`src/rtl/gbs_pkg.sv`:
```
// Package for the greedy box suppression unit.
// Beat types, register indexes and state codes; no dependencies.
package gbs_pkg;

   localparam int unsigned CSR_ADDR_WIDTH = 1;
   localparam int unsigned CSR_DATA_WIDTH = 17;

   localparam logic [CSR_ADDR_WIDTH-1:0] REG_OVERLAP_THRESHOLD = 1'd0;
   localparam logic [CSR_ADDR_WIDTH-1:0] REG_COORD_OFFSET      = 1'd1;

   localparam logic [16:0] THRESHOLD_RESET = 17'd32768;

   typedef struct packed {
      logic [15:0] box_index;
      logic [15:0] corner_x1;
      logic [15:0] corner_y1;
      logic [15:0] corner_x2;
      logic [15:0] corner_y2;
      logic [31:0] box_area;
      logic        last_box;
   } req_beat_type;

   typedef struct packed {
      logic        kept;
      logic [15:0] kept_index;
      logic [10:0] kept_total;
      logic        set_done;
      logic        store_overflow;
   } rsp_beat_type;

   typedef enum logic [1:0] {
      ST_IDLE,
      ST_SCAN,
      ST_DONE
   } state_type;

   // Result of one compare stage back to the sequencer.
   typedef struct packed {
      logic valid;
      logic hit;
   } cmp_status_type;

endpackage

```
`src/rtl/gbs_sequencer.sv`:
```
// Scan sequencer: walks the kept store, collects hits, writes back kept boxes.
// Uses gbs_pkg.
module gbs_sequencer #(
   parameter int unsigned MAX_KEPT = 1024
) (
   input  logic                        clock,
   input  logic                        reset,
   input  logic                        start,
   input  logic                        last_box,
   input  gbs_pkg::cmp_status_type     status,
   output logic                        busy,
   output logic                        rd_issue,
   output logic [$clog2(MAX_KEPT)-1:0] rd_addr,
   output logic                        wr_en,
   output logic [$clog2(MAX_KEPT)-1:0] wr_addr,
   output logic                        done,
   output logic                        kept,
   output logic                        overflow,
   output logic [10:0]                 total
);

   localparam int unsigned AW = $clog2(MAX_KEPT);
   localparam int unsigned CW = $clog2(MAX_KEPT + 1);
   localparam int unsigned PIPE = 4;   // RAM read plus three compare stages

   gbs_pkg::state_type state_ff, state_in;
   logic [CW-1:0] count_ff, count_in;
   logic [CW-1:0] issued_ff, issued_in;
   logic [CW-1:0] back_ff, back_in;
   logic          hit_ff, hit_in;
   logic          last_ff, last_in;
   logic          scan_end;

   assign scan_end = (back_ff == count_ff) || hit_ff;

   always_comb begin
      state_in = state_ff;
      case (state_ff)
         gbs_pkg::ST_IDLE: if (start) state_in = gbs_pkg::ST_SCAN;
         gbs_pkg::ST_SCAN: if (scan_end && issued_ff == back_ff)
            state_in = gbs_pkg::ST_DONE;
         gbs_pkg::ST_DONE: state_in = gbs_pkg::ST_IDLE;
         default:          state_in = gbs_pkg::ST_IDLE;
      endcase
   end

   always_comb begin
      issued_in = issued_ff;
      back_in   = back_ff;
      hit_in    = hit_ff;
      last_in   = last_ff;
      count_in  = count_ff;
      rd_issue  = 1'b0;
      wr_en     = 1'b0;
      done      = 1'b0;
      case (state_ff)
         gbs_pkg::ST_IDLE: begin
            issued_in = '0;
            back_in   = '0;
            hit_in    = 1'b0;
            if (start) last_in = last_box;
         end
         gbs_pkg::ST_SCAN: begin
            if (!hit_ff && issued_ff != count_ff) begin
               rd_issue  = 1'b1;
               issued_in = issued_ff + 1'b1;
            end
            if (status.valid) begin
               back_in = back_ff + 1'b1;
               if (status.hit) hit_in = 1'b1;
            end
         end
         gbs_pkg::ST_DONE: begin
            done = 1'b1;
            if (!hit_ff && count_ff != CW'(MAX_KEPT)) begin
               wr_en = 1'b1;
               count_in = count_ff + 1'b1;
            end
            if (last_ff) count_in = '0;
         end
         default: ;
      endcase
   end

   always_ff @(posedge clock) begin
      if (reset) begin
         state_ff  <= gbs_pkg::ST_IDLE;
         count_ff  <= '0;
         issued_ff <= '0;
         back_ff   <= '0;
         hit_ff    <= 1'b0;
         last_ff   <= 1'b0;
      end else begin
         state_ff  <= state_in;
         count_ff  <= count_in;
         issued_ff <= issued_in;
         back_ff   <= back_in;
         hit_ff    <= hit_in;
         last_ff   <= last_in;
      end
   end

   assign busy     = state_ff != gbs_pkg::ST_IDLE;
   assign rd_addr  = issued_ff[AW-1:0];
   assign wr_addr  = count_ff[AW-1:0];
   assign kept     = !hit_ff;
   assign overflow = !hit_ff && count_ff == CW'(MAX_KEPT);
   assign total    = (!hit_ff && count_ff != CW'(MAX_KEPT)) ?
                     11'(count_ff + 1'b1) : 11'(count_ff);

   a_count_bound: assert property (@(posedge clock) disable iff (reset)
      count_ff <= CW'(MAX_KEPT))
      else $error("kept count beyond store depth");
   a_back_le_issued: assert property (@(posedge clock) disable iff (reset)
      back_ff <= issued_ff)
      else $error("more compare results than reads");
   a_inflight: assert property (@(posedge clock) disable iff (reset)
      issued_ff - back_ff <= CW'(PIPE))
      else $error("too many reads in flight");
   a_clear_on_last: assert property (@(posedge clock) disable iff (reset)
      done && last_ff |=> count_ff == '0)
      else $error("store not cleared after last box");

endmodule
```
`config.mk`:
```
export PLATFORM = sky130hd
export DESIGN_NAME = gbs_sequencer
export DESIGN_NICKNAME = d
export VERILOG_FILES = /design/src/rtl/gbs_pkg.sv /design/src/rtl/gbs_sequencer.sv
export SDC_FILE = /design/constraint.sdc
export NUM_CORES = 1
export LEC_CHECK = 0
export ABC_AREA = 1
export BUFFER_PORTS_ARGS = -buffer_cell sky130_fd_sc_hd__buf_2
export CAP_MARGIN = 20
export CORE_MARGIN = 5
export CORE_UTILIZATION = 50
export DETAILED_ROUTE_END_ITERATION = 8
export PLACE_DENSITY = 0.72
export SETUP_SLACK_MARGIN = 0.1
export SYNTH_ARGS = -nofsm -noshare
export SYNTH_HDL_FRONTEND = slang
export SYNTH_SLANG_ARGS = --single-unit
```
`constraint.sdc`:
```
create_clock -name clock -period 2.25 [get_ports clock]
set_input_delay 0.225 -clock clock [delete_from_list [all_inputs] [get_ports clock]]
set_output_delay 0.225 -clock clock [all_outputs]
set_load 0.02 [all_outputs]
```
# Word-level counts from Yosys, hierarchy flattened

Cells that the tools add are included.

Latch bits: 0
Output and inout bits: 37
Memory bits (writable): 0
Bits in read-only memories: 0
Input bits: 6
Logic and storage cells: 52
Memories: 0
Bits in registers: 37

$lt $le $gt $ge: 0
$add $sub $neg: 3
Multiply operators: 0
Bitwise gates (word level): 0
Multiplexer cells: 17
Shift-type cells: 0
Equal/unequal tests: 12
Reduce and logical (&&, ||, !) cells: 14
Div/mod/pow operators: 0

Operator list:

| cell                    | number |
|---|---|
| $mux W11                | 4 |
| $pmux W11 S2            | 2 |
| $add A11 B1 Y11 const B | 3 |
| $eq A11 B11 Y1          | 2 |
| $eq A11 B11 Y1 const B  | 1 |
| $ne A11 B11 Y1          | 1 |
| $ne A11 B11 Y1 const B  | 1 |
| $ne A2 B2 Y1 const B    | 5 |
| $reduce_and A2 Y1       | 4 |
| $mux W1                 | 7 |
| $logic_and A1 B1 Y1     | 4 |
| $mux W2                 | 2 |
| $pmux W2 S2             | 1 |
| $reduce_bool A2 Y1      | 2 |
| $reduce_and A3 Y1       | 1 |
| $eq A2 B1 Y1 const B    | 1 |
| $eq A2 B2 Y1 const B    | 1 |
| $logic_not A2 Y1        | 1 |
| $pmux W1 S2             | 1 |
| $logic_not A1 Y1        | 1 |
| $logic_or A1 B1 Y1      | 1 |

# Logic depth before layout (Yosys ltp)

Depth in word-level cells: 5
Depth in mapped cells: 12
Depth with buffers taken out: 11

# Worst setup path before layout

OpenSTA, ideal clock, no wires.

Path type: reg-to-output
Start: register count_ff[0]
End: output total[9]
Buffers on the path: 2
Data required time: 2.025 ns
Cell stages (with the launch flop): 11
Arrival time: 1.565 ns
Setup slack: 0.460 ns
Cell sequence: dfxtp_1 clkbuf_2 inv_1 ha_1 nand4_1 nor2_2 nor2_4 buf_6 nand2_1 nand2_1 and2_1

Cells in the longest elaborated chain, start to end: 3
Elaborated cells on any way between the ends: 4

Ends and longest elaborated chain:

| item                                                    | line                | RTL |
|---|---|---|
| start: declaration                                      | gbs_sequencer.sv:27 | `logic [CW-1:0] count_ff, count_in;` |
| start signal: assignment                                | gbs_sequencer.sv:95 | `count_ff <= count_in;` |
| branches (longest 2 deep; another with $add A11 B1 Y11) | -                   |  |
| $mux W11 *                                              | -                   |  |
| end: declaration                                        | gbs_sequencer.sv:19 | `output logic [10:0] total` |

Mark *: on every way between the ends.

# Final worst setup path

Start: register count_ff[0]
End: output total[8]

The elaborated chain is that of the path after synthesis.

==> impl_metrics.py <==
metrics = {
    "final_layout": {
        "layout-drive-gt1-share": 0.206,
        "instances_no_fill": 523,
        "fill_cells": 532,
        "final_common_cell": "nand2_1",
        "diodes": 0,
        "finalNetCount": 461,
        "stdcell_area_sq_mm": 0.00299,
        "mostFrequentLayoutCells": "124 x nand2_1, 40 x inv_1, 39 x buf_2",
        "area_growth_pct": 7.99,
    },
    "setup_path": {
        "crit_cells": 10,
        "crit_chain": "inv_1 -> ha_1 -> nand4_1 -> nor2_4 -> nor2_4 -> buf_4 -> nand2_1 -> nand2_1 -> nand2_2 -> buf_2",
        "worstSetupStartpoint": "count_ff[0]",
        "cp.buffers_inverters": 3,
        "path_class": "register to output port",
        "startpoint_type": "register",
        "reg2reg_from": "issued_ff[0]",
        "worstPathRequired_ns": 2.03,
        "cpLargestDelayFamily": "simple AND/OR/NAND/NOR gates",
        "endpoint_kind": "output port",
        "cp.arrival_ns": 1.85,
        "crit_path_max_fanout": 6,
        "crit_slowest_cell": "dfxtp_2",
        "reg2reg_slack_ns": 0.58,
        "critPathMaxStageDelay_ns": 0.34,
        "worstRegToRegCells": 9,
    },
    "die": {
        "die_h_microns": 84.5,
        "ios": 43,
        "start_util": 0.510,
        "dieArea_sq_mm": 0.00713,
        "core_area_sq_mm": 0.00544,
        "die_width_microns": 84.5,
        "rows": 27,
    },
    "yosys": {
        "avgSynthCellArea_sq_um": 6.42,
        "synth_top_area_share": 0.267,
        "synth_seq_cells": 37,
        "synth_largest_area_cell": "dfxtp_1",
        "synth_cells": 432,
        "ys_warn_count": 0,
        "synth.area.top_cells": "dfxtp_1 27%, nand2_1 17%, buf_4 6.5%",
        "syn_nets": 442,
        "ys_types": 33,
        "seq_area_frac_synth": 0.267,
        "synth_area_sq_mm": 0.00277,
    },
    "clock_network": {
        "clock-sinks": 37,
        "cts-buffers-inserted": 5,
        "cts_root_buffer": "clkbuf_8",
        "clk_pin_slew_ns": 0.07,
        "clock_latency_ns": 0.29,
        "h-tree-depth": 2,
        "cts_tree": "built",
        "clk_path_buf_depth": 2,
    },
    "route": {
        "num_vias": 2677,
        "finalWirelength_mm": 7.01,
        "drt_iter0_markers": 173,
        "viasPerCell": 5.12,
        "firstDrtPassIters": 4,
        "wl_per_cell_microns": 13.4,
        "drc": 0,
        "ant_nets": 0,
    },
    "sta": {
        "finalSetupTns_ns": 0,
        "relSlewSlack": 0.580,
        "rsz0062_at_grt": "yes",
        "fin_crit_ns": 2.07,
        "clock_skew_ns": 0.00533,
        "fmax_ghz": 0.483,
        "worstMarginPinSlew_ns": 0.627,
        "whs_ns": 0.173,
        "setup_viol": 0,
        "finalCritPeriodShare": 0.920,
        "slew_violations": 0,
        "hold_viol": 0,
    },
    "worst_hold_path": {
        "hold_class": "input port to register",
        "hold_depth": 3,
        "hp-start": "status[0]",
    },
    "place": {
        "portBuffers": 42,
        "placed_cell_area_sq_mm": 0.00285,
        "dpl.hpwl_mm": 5.26,
        "place_inst": 512,
        "gp_congestion": 0.913,
    },
    "power": {
        "power.density_mw_per_mm2": 452,
        "p_total_uw": 1350,
        "ir_worst_vdd_mv": 0.349,
        "power.leakage_uw": 0.00138,
    },
    "grt": {
        "globalRouteTotalUtil": 0.201,
        "grt_pass1_wl_mm": 11.7,
        "grt_overflow": 0,
        "antenna_found_initial": 0,
        "grt_max_degree": 24,
        "grt_pass1_vias": 2522,
    },
    "job": {
        "cap_violations": 0,
    },
    "outcome": {
        "outcome": "finished clean",
    },
}
[cells in the mapped netlist, drive strengths merged]
library cell and number:
a21oi 25, and2 2, buf 33, clkbuf 7
dfxtp 37, ha 4, inv 48, nand2 129
nand3 33, nand3b 2, nand4 7, nor2 42
nor3 15, o211ai 1, o21a 1, o21ai 15
o21bai 1, o22ai 1, xnor2 12, xor2 17
[sequential cells by signal, summed over array words and instances, names as in the netlist]
| name | cells |
|---|---|
| back_ff | 11 |
| count_ff | 11 |
| hit_ff | 1 |
| issued_ff | 11 |
| last_ff | 1 |
| state_ff | 2 |
[layer usage]
layer | vias to the layer above | part of all wire | track usage
li1 | 1366 | - | -
met1 | 1201 | 0.45 | 0.255
met2 | 93 | 0.45 | 0.329
met3 | 17 | 0.080 | 0.0402
met4 | 0 | 0.025 | 0.0906
met5 | - | 0 | 0
[cell type report]
cell class	count	area, sq um	area share
Clock buffer	7	86.3	0.0288
Inverter	48	180	0.0602
Multi-Input combinational cell	308	1610	0.537
Sequential cell	37	744	0.249
Tap cell	72	90.1	0.0301
Timing Repair Buffer	51	285	0.0953
[repair_timing]
item                       4_1_cts  5_1_grt
pin swaps                        2        4
setup endpoints to repair        7        9
buffers inserted                 3        0
hold buffers                     0        0
cloned                           0        1
gates resized for setup          5        6
[tightest hold or removal path, stage by stage]
cell and delay, ns:
buf_2 0.09, nand2_1 0.05, a21oi_1 0.05
[stage by stage]
stage | utilization | setup slack, ns
2_1_floorplan | - | 0.460
6_report | 0.550 | 0.179
5_1_grt | 0.550 | 0.0379
3_3_place_gp | 0.523 | 0.416
3_5_place_dp | 0.523 | 0.342
4_1_cts | 0.546 | 0.125
[cells by family after synthesis]
logic type | synth area share
AND/OR/NAND/NOR | 0.372
XOR/XNOR | 0.0916
buffers and inverters | 0.163
flip-flops | 0.267
adder cells (fa/ha/maj) | 0.0181
AO/OA/AOI/OAI | 0.0880
[power breakdown]
| part | internal [uW] | switching (uW) |
|---|---|---|
| clock | 243 | 235 |
| combinational | 59.9 | 133 |
| sequential | 665 | 16.9 |
| total | 968 | 385 |
[worst paths after layout]
kind                       end
setup / recovery      total[8]
hold / removal          hit_ff
setup reg to reg  issued_ff[6]
hold reg to reg    count_ff[0]
No activity file was read; power rests on OpenSTA's default activity.
