`config.mk`:
```
export PLATFORM = sky130hd
export DESIGN_NAME = gbs_compare
export DESIGN_NICKNAME = d
export VERILOG_FILES = /design/src/rtl/gbs_pkg.sv /design/src/rtl/gbs_compare.sv
export SDC_FILE = /design/constraint.sdc
export NUM_CORES = 2
export LEC_CHECK = 0
export BUFFER_PORTS_ARGS = -buffer_cell sky130_fd_sc_hd__buf_2
export CORE_MARGIN = 2
export CORE_UTILIZATION = 44
export DETAILED_ROUTE_END_ITERATION = 16
export PLACE_DENSITY_LB_ADDON = 0.1
export SLEW_MARGIN = 20
export SYNTH_ARGS = -nofsm -noshare
export SYNTH_HDL_FRONTEND = slang
export SYNTH_SLANG_ARGS = --single-unit
```
`constraint.sdc`:
```
create_clock -name clock -period 10.87 [get_ports clock]
set_clock_uncertainty 0.15 [all_clocks]
set_input_delay 2.174 -clock clock [delete_from_list [all_inputs] [get_ports clock]]
set_output_delay 2.174 -clock clock [all_outputs]
set_load 0.05 [all_outputs]
```
`src/rtl/gbs_pkg.sv`:
```
// Package for the greedy box suppression unit.
// Beat types, register indexes and state codes; no dependencies.
package gbs_pkg;

   localparam int unsigned CSR_ADDR_WIDTH = 1;
   localparam int unsigned CSR_DATA_WIDTH = 17;

   localparam logic [CSR_ADDR_WIDTH-1:0] REG_OVERLAP_THRESHOLD = 1'd0;
   localparam logic [CSR_ADDR_WIDTH-1:0] REG_COORD_OFFSET      = 1'd1;

   localparam logic [16:0] THRESHOLD_RESET = 17'd32768;

   typedef struct packed {
      logic [15:0] box_index;
      logic [15:0] corner_x1;
      logic [15:0] corner_y1;
      logic [15:0] corner_x2;
      logic [15:0] corner_y2;
      logic [31:0] box_area;
      logic        last_box;
   } req_beat_type;

   typedef struct packed {
      logic        kept;
      logic [15:0] kept_index;
      logic [10:0] kept_total;
      logic        set_done;
      logic        store_overflow;
   } rsp_beat_type;

   typedef enum logic [1:0] {
      ST_IDLE,
      ST_SCAN,
      ST_DONE
   } state_type;

   // Result of one compare stage back to the sequencer.
   typedef struct packed {
      logic valid;
      logic hit;
   } cmp_status_type;

endpackage

```
`src/rtl/gbs_compare.sv`:
```
// Overlap test pipeline: one stored box against the current box.
// Uses gbs_pkg. Three register stages: extents, intersection, products.
module gbs_compare #(
   parameter int unsigned COORD_BITS = 16
) (
   input  logic                    clock,
   input  logic                    reset,
   input  logic                    in_valid,
   input  logic [COORD_BITS-1:0]   a_x1,
   input  logic [COORD_BITS-1:0]   a_y1,
   input  logic [COORD_BITS-1:0]   a_x2,
   input  logic [COORD_BITS-1:0]   a_y2,
   input  logic [31:0]             a_area,
   input  logic [COORD_BITS-1:0]   b_x1,
   input  logic [COORD_BITS-1:0]   b_y1,
   input  logic [COORD_BITS-1:0]   b_x2,
   input  logic [COORD_BITS-1:0]   b_y2,
   input  logic [31:0]             b_area,
   input  logic                    coord_offset,
   input  logic [16:0]             threshold,
   output gbs_pkg::cmp_status_type status
);

   localparam int unsigned EW = COORD_BITS + 1;   // clamped extent width
   localparam int unsigned PW = 2 * EW;           // raw product width
   localparam int unsigned XW = (PW > 41) ? PW : 41;
   localparam logic [XW-1:0] INTER_CAP = XW'(64'd1 << 40);

   logic [EW-1:0] w_in, h_in, w_ff, h_ff;
   logic [32:0]   asum_in, asum_ff;
   logic          v1_ff, v2_ff, v3_ff;
   logic [40:0]   inter_in, inter_ff;
   logic [34:0]   uni_in, uni_ff;            // signed
   logic [56:0]   lhs_ff;
   logic [50:0]   rhs_ff;
   logic          upos_ff, ipos_ff;
   logic [PW-1:0] prod;

   function automatic logic [COORD_BITS:0] extent(
      input logic [COORD_BITS-1:0] p1, input logic [COORD_BITS-1:0] p2,
      input logic [COORD_BITS-1:0] q1, input logic [COORD_BITS-1:0] q2,
      input logic off);
      logic [COORD_BITS-1:0] lo, hi;
      logic [COORD_BITS+1:0] e;
      lo = (p1 > q1) ? p1 : q1;
      hi = (p2 < q2) ? p2 : q2;
      e = {2'b00, hi} - {2'b00, lo} + (off ? (COORD_BITS+2)'(16) : '0);
      return e[COORD_BITS+1] ? '0 : e[COORD_BITS:0];
   endfunction

   always_comb begin
      w_in = extent(a_x1, a_x2, b_x1, b_x2, coord_offset);
      h_in = extent(a_y1, a_y2, b_y1, b_y2, coord_offset);
      asum_in = {1'b0, a_area} + {1'b0, b_area};
   end

   assign prod = PW'(w_ff) * PW'(h_ff);

   always_comb begin
      if (XW'(prod) > INTER_CAP) begin
         inter_in = 41'd1 << 40;
      end else begin
         inter_in = 41'(prod);
      end
      uni_in = {2'b00, asum_ff} - {1'b0, 34'(inter_in)};
   end

   // Suppression from stage 3 registers
   logic hit;
   always_comb begin
      if (!upos_ff) begin
         hit = ipos_ff;
      end else begin
         hit = lhs_ff >= 57'(rhs_ff);
      end
   end

   always_ff @(posedge clock) begin
      w_ff     <= w_in;
      h_ff     <= h_in;
      asum_ff  <= asum_in;
      inter_ff <= inter_in;
      uni_ff   <= uni_in;
      lhs_ff   <= {inter_ff, 16'd0};
      rhs_ff   <= 51'(threshold) * 51'(uni_ff[33:0]);
      upos_ff  <= !uni_ff[34] && (uni_ff != '0);
      ipos_ff  <= inter_ff != '0;
      if (reset) begin
         v1_ff <= 1'b0;
         v2_ff <= 1'b0;
         v3_ff <= 1'b0;
      end else begin
         v1_ff <= in_valid;
         v2_ff <= v1_ff;
         v3_ff <= v2_ff;
      end
   end

   assign status.valid = v3_ff;
   assign status.hit   = hit;

   a_hit_needs_valid: assert property (@(posedge clock) disable iff (reset)
      v3_ff |-> $past(v2_ff))
      else $error("compare result without stage 2 beat");
   a_no_valid_from_nothing: assert property (@(posedge clock) disable iff (reset)
      v2_ff |-> $past(v1_ff))
      else $error("stage 2 beat without stage 1 beat");
   a_uni_bound: assert property (@(posedge clock) disable iff (reset)
      v3_ff && upos_ff |-> rhs_ff <= {17'h1FFFF, 34'h3FFFFFFFF})
      else $error("union product out of range");

endmodule

```
After elaboration in Yosys (flattened, before gate mapping) --
Index checks and enable logic that the tools add are counted.
Storage, ports and cells: register bits after elaboration 240, output and inout bits 2, ROM bits 0, memories 0, latch bits 0, memory bits (writable) 0, bits of input ports 213
Operators by class: $lt $le $gt $ge 6, multiplexer cells 7, reduce and logical (&&, ||, !) cells 4, divide/modulo/power cells 0, multiply operators 2, equality and inequality tests 0, bitwise operators 0, $add $sub $neg 6, shifts and indexed selects 0
Operators with widths (number):
- two-way mux 16 bit | 4
- greater-or-equal comparator 57 x 51 -> 1 bit | 1
- multiplier 17 x 34 -> 51 bit | 1
- greater-than comparator 34 x 41 -> 1 bit (second input constant) | 1
- two-way mux 41 bit | 1
- nonzero test 41 bit | 1
- nonzero test 35 bit | 1
- subtractor 33 x 34 -> 35 bit | 1
- multiplier 17 x 17 -> 34 bit | 1
- subtractor 16 x 16 -> 17 bit | 2
- adder 32 x 32 -> 33 bit | 1
- greater-than comparator 16 bit | 2
- < comparator 16 bit | 2
- adder 17 x 6 -> 18 bit | 1
- adder 18 bit | 1
- two-way mux 5 bit | 1
- logical AND 1 bit | 1
- logical NOT 1 bit | 1
- two-way mux 1 bit | 1

Depth between registers and ports, before layout --
depth after elaboration 4, mapped depth 35, depth with buffers taken out 34

Worst setup path before layout --
Ideal clock, no wire load.
kind in2reg, start input threshold[16], end register rhs_ff[50], setup time 0.072 ns, path buffers 2, setup slack 2.076 ns, required time 10.648 ns, cell stages on the path 24, data arrival time 8.572 ns, path through clkbuf_1 -> clkbuf_1 -> nand2_1 -> fa_1 -> inv_1 -> fa_1 -> fa_1 -> inv_1 -> fa_1 -> fa_1 -> inv_1 -> fa_1 -> ha_1 -> a21o_1 -> a21o_1 -> a21oi_1 -> o22ai_1 -> nor4b_2 -> o21ai_2 -> a41oi_1 -> a21oi_1 -> or4_1 -> a41oi_1 -> xnor2_1
On the way: word-level cells in the longest chain between the ends 1
RTL lines:
- start: declaration | line gbs_compare.sv:20 | input logic [16:0] threshold,
- multiplier 17 x 34 -> 51 bit | line gbs_compare.sv:85 | rhs_ff <= 51'(threshold) * 51'(uni_ff[33:0]);
- end signal: assignment | line gbs_compare.sv:85
- end: declaration | line gbs_compare.sv:35 | logic [50:0] rhs_ff;
No other way between the ends. A chain may end at the register's enable or synchronous reset.

Worst setup path after layout --
start input threshold[2], end register rhs_ff[50]
The elaborated chain is that of the path after synthesis.

==> impl_metrics.json <==
{
  "synth-seq-cells": 226,
  "die_h_um": 307,
  "min-delay-start": "inter_ff[13]",
  "arrival_ns": 9.54,
  "yosysWarnings": 0,
  "std_cell_rows": 111,
  "cts-resized-gates": 0,
  "io_pins": 215,
  "maxCapViolations": 0,
  "ant_nets": 0,
  "worst_slew_pin_slew_ns": 1.18,
  "post-cts-setup-buffer-count": 0,
  "worstPathMaxFanout": 34,
  "relSlewSlack_pct": 21.3,
  "endpoint_kind": "flip-flop",
  "rsz0062_at_grt": "no",
  "synth_top_flop_cell": "dfxtp_1",
  "ys_seq_area_share_pct": 11.2,
  "core_mm2": 0.0914,
  "clock_path_buffers": 3,
  "max_stage_delay_ns": 0.71,
  "drive_gt1_share_pct": 8.02,
  "cts_buffers": 27,
  "port_buffers": 214,
  "area_growth_pct": 8.06,
  "syn-cell-area_mm2": 0.0405,
  "period_needed_ns": 9.22,
  "fin_nets": 6073,
  "htree_levels": 1,
  "drtIter0Drc": 1414,
  "fin_crit_sh_pct": 84.8,
  "setup_viol": 0,
  "wl_per_cell_um": 17.9,
  "min_to": "lhs_ff[29]",
  "grt_overflow": 0,
  "critical-path-top-delay-family": "adder cells",
  "clock-root-buffer": "clkbuf_16",
  "reg2reg_depth": 30,
  "fillers": 9131,
  "finalSetupTns_ns": 0,
  "r2r_slack_ns": 1.72,
  "syn_avg_cell_area_um2": 8.78,
  "worst_r2r_endpoint": "uni_ff[34]",
  "worstPathRequired_ns": 11.19,
  "routed_wl_mm": 106,
  "cts_hold_buf": 0,
  "grt_pass1_vias": 32078,
  "syn_nets": 5953,
  "gp_congestion": 0.853,
  "drc": 0,
  "critPathKind": "in2reg",
  "synthTopCellsByArea": "fa_1 (35%), ha_1 (13%), dfxtp_1 (11%)",
  "dr_total_vias": 29997,
  "die_w_um": 307,
  "synth_top_cell_area_share_pct": 35.0,
  "clk_pin_slew_ns": 0.06,
  "multi_input_area_mm2": 0.0317,
  "async_flop_share_pct": 0,
  "worstPathCellList": "buf_2 -> nand2_1 -> fa_1 -> inv_1 -> fa_1 -> inv_1 -> fa_1 -> fa_1 -> fa_1 -> inv_1 -> fa_1 -> ha_1 -> a21o_1 -> a21o_1 -> a21oi_1 -> o22ai_1 -> nor4b_2 -> o21ai_2 -> a41oi_1 -> a21oi_1 -> or4_1 -> a41oi_1 -> xnor2_1",
  "status": "complete, no violations",
  "synthCells": 4608,
  "cts.sink_count": 226,
  "synth_area_leader_cell": "fa_1",
  "synth_edf_count": 0,
  "antenna_found_initial": 10,
  "start_util_pct": 44.3,
  "whs_path_depth": 0,
  "cts_tree": "built",
  "mostFrequentLayoutCell": "inv_1",
  "r2r_start": "w_ff[5]",
  "cp.buffers_inverters": 4,
  "hold_viol_final": 0,
  "fmaxAchievable_mhz": 108,
  "grt_usage_pct": 23.3,
  "drt_pass1_iterations": 7,
  "grt_max_degree": 35,
  "viasPerCell": 5.05,
  "clk-insertion-delay-late_ns": 0.55,
  "ff_latch_area_mm2": 0.00452,
  "synth.distinct_cells": 82,
  "crit_slowest_cell": "buf_2",
  "grt_pass1_wl_mm": 175,
  "slew_violations": 0,
  "holdCritPathClass": "reg2reg",
  "path_common_cell": "fa_1",
  "layout_common_cells": "inv_1 (939), fa_1 (707), nand2_1 (678), ha_1 (425), and2_1 (279)",
  "dp_hpwl_mm": 85.5,
  "start_kind": "input port",
  "die-area_mm2": 0.0944
}
-- cells in the mapped netlist (6+ instances only) --
master     count
inv_1        939
fa_1         707
nand2_1      678
ha_1         425
and2_1       279
dfxtp_1      226
clkbuf_1     172
a21oi_1      152
nor2_1       116
a21o_1       107
xnor2_1      105
o21ai_0       84
xor2_1        52
nor2b_1       44
nand3_1       42
mux2i_1       39
mux2_2        34
nand2b_1      33
nand4_1       32
nor3_1        31
o21a_1        25
nor4_1        23
o21bai_1      23
or3_1         19
a211oi_1      16
a31oi_1       16
and3_1        16
o211ai_1      10
or2_2          9
and4_1         8
o21ai_1        8
a21boi_0       7
nor3b_1        7
o31ai_1        7
o2111ai_1      6
or4_1          6
-- per-layer routing --
metal | GRT usage, % | share of wire [%] | wire, um
met2 | 39.7 | 48 | 50600
met3 | 2.93 | 5.2 | 5510
met4 | 4.49 | 2.0 | 2090
met5 | 0 | 0.015 | 16
met1 | 32.1 | 45 | 47900
-- state kept, by name, indices dropped and copies added (netlist names) --
register and flops:
v1_ff 1, lhs_ff 34, asum_ff 33, w_ff 17, v3_ff 1, ipos_ff 1, v2_ff 1, uni_ff 35
upos_ff 1, inter_ff 34, rhs_ff 51, h_ff 17
-- cell type report --
class | count | share of cell area (%)
Tap cell | 1186 | 3.39
Inverter | 940 | 8.07
Multi-Input combinational cell | 3262 | 72.6
Timing Repair Buffer | 271 | 3.43
Antenna cell | 3 | 0.0172
Sequential cell | 226 | 10.3
Clock buffer | 33 | 1.64
Clock inverter | 16 | 0.538
-- logic make-up after synthesis --
logic type / after synthesis / share of synthesized area [%]
AO/OA/AOI/OAI: 536 / 8.76
XOR/XNOR: 159 / 3.48
adder cells (fa/ha/maj): 1137 / 48.2
buffers and inverters: 1120 / 10.4
flip-flops: 226 / 11.2
multiplexers: 73 / 1.91
AND/OR/NAND/NOR: 1357 / 16.0
-- metrics by stage --
step | util (%) | setup WS, ns | instances | cell area (um^2) | hold WS, ns
after floorplan | - | 2.08 | 4608 | 40500 | 0.181
after global placement | 46.8 | 1.19 | 5885 | 42800 | 0.188
after detailed placement | 46.8 | 1.10 | 5885 | 42800 | 0.192
after CTS | 47.9 | 1.68 | 5934 | 43700 | 0.204
after global routing | 47.9 | 1.28 | 5935 | 43700 | 0.211
final | 47.9 | 1.65 | 5937 | 43700 | 0.200
-- how the worst max path moves through the flow --
stage / startpoint / to / slack (ns) / cells after the start
floorplan: threshold[16] / rhs_ff[50] / 2.08 / 24
global placement: threshold[2] / rhs_ff[50] / 1.19 / 23
detailed placement: threshold[2] / rhs_ff[50] / 1.10 / 23
CTS: threshold[2] / rhs_ff[50] / 1.68 / 23
global route: threshold[2] / rhs_ff[50] / 1.28 / 23
finish: threshold[2] / rhs_ff[50] / 1.65 / 23
Power is left out: the tool's default activity adds up to more than one toggle a clock period on the data nets, which glitch-free logic cannot reach.
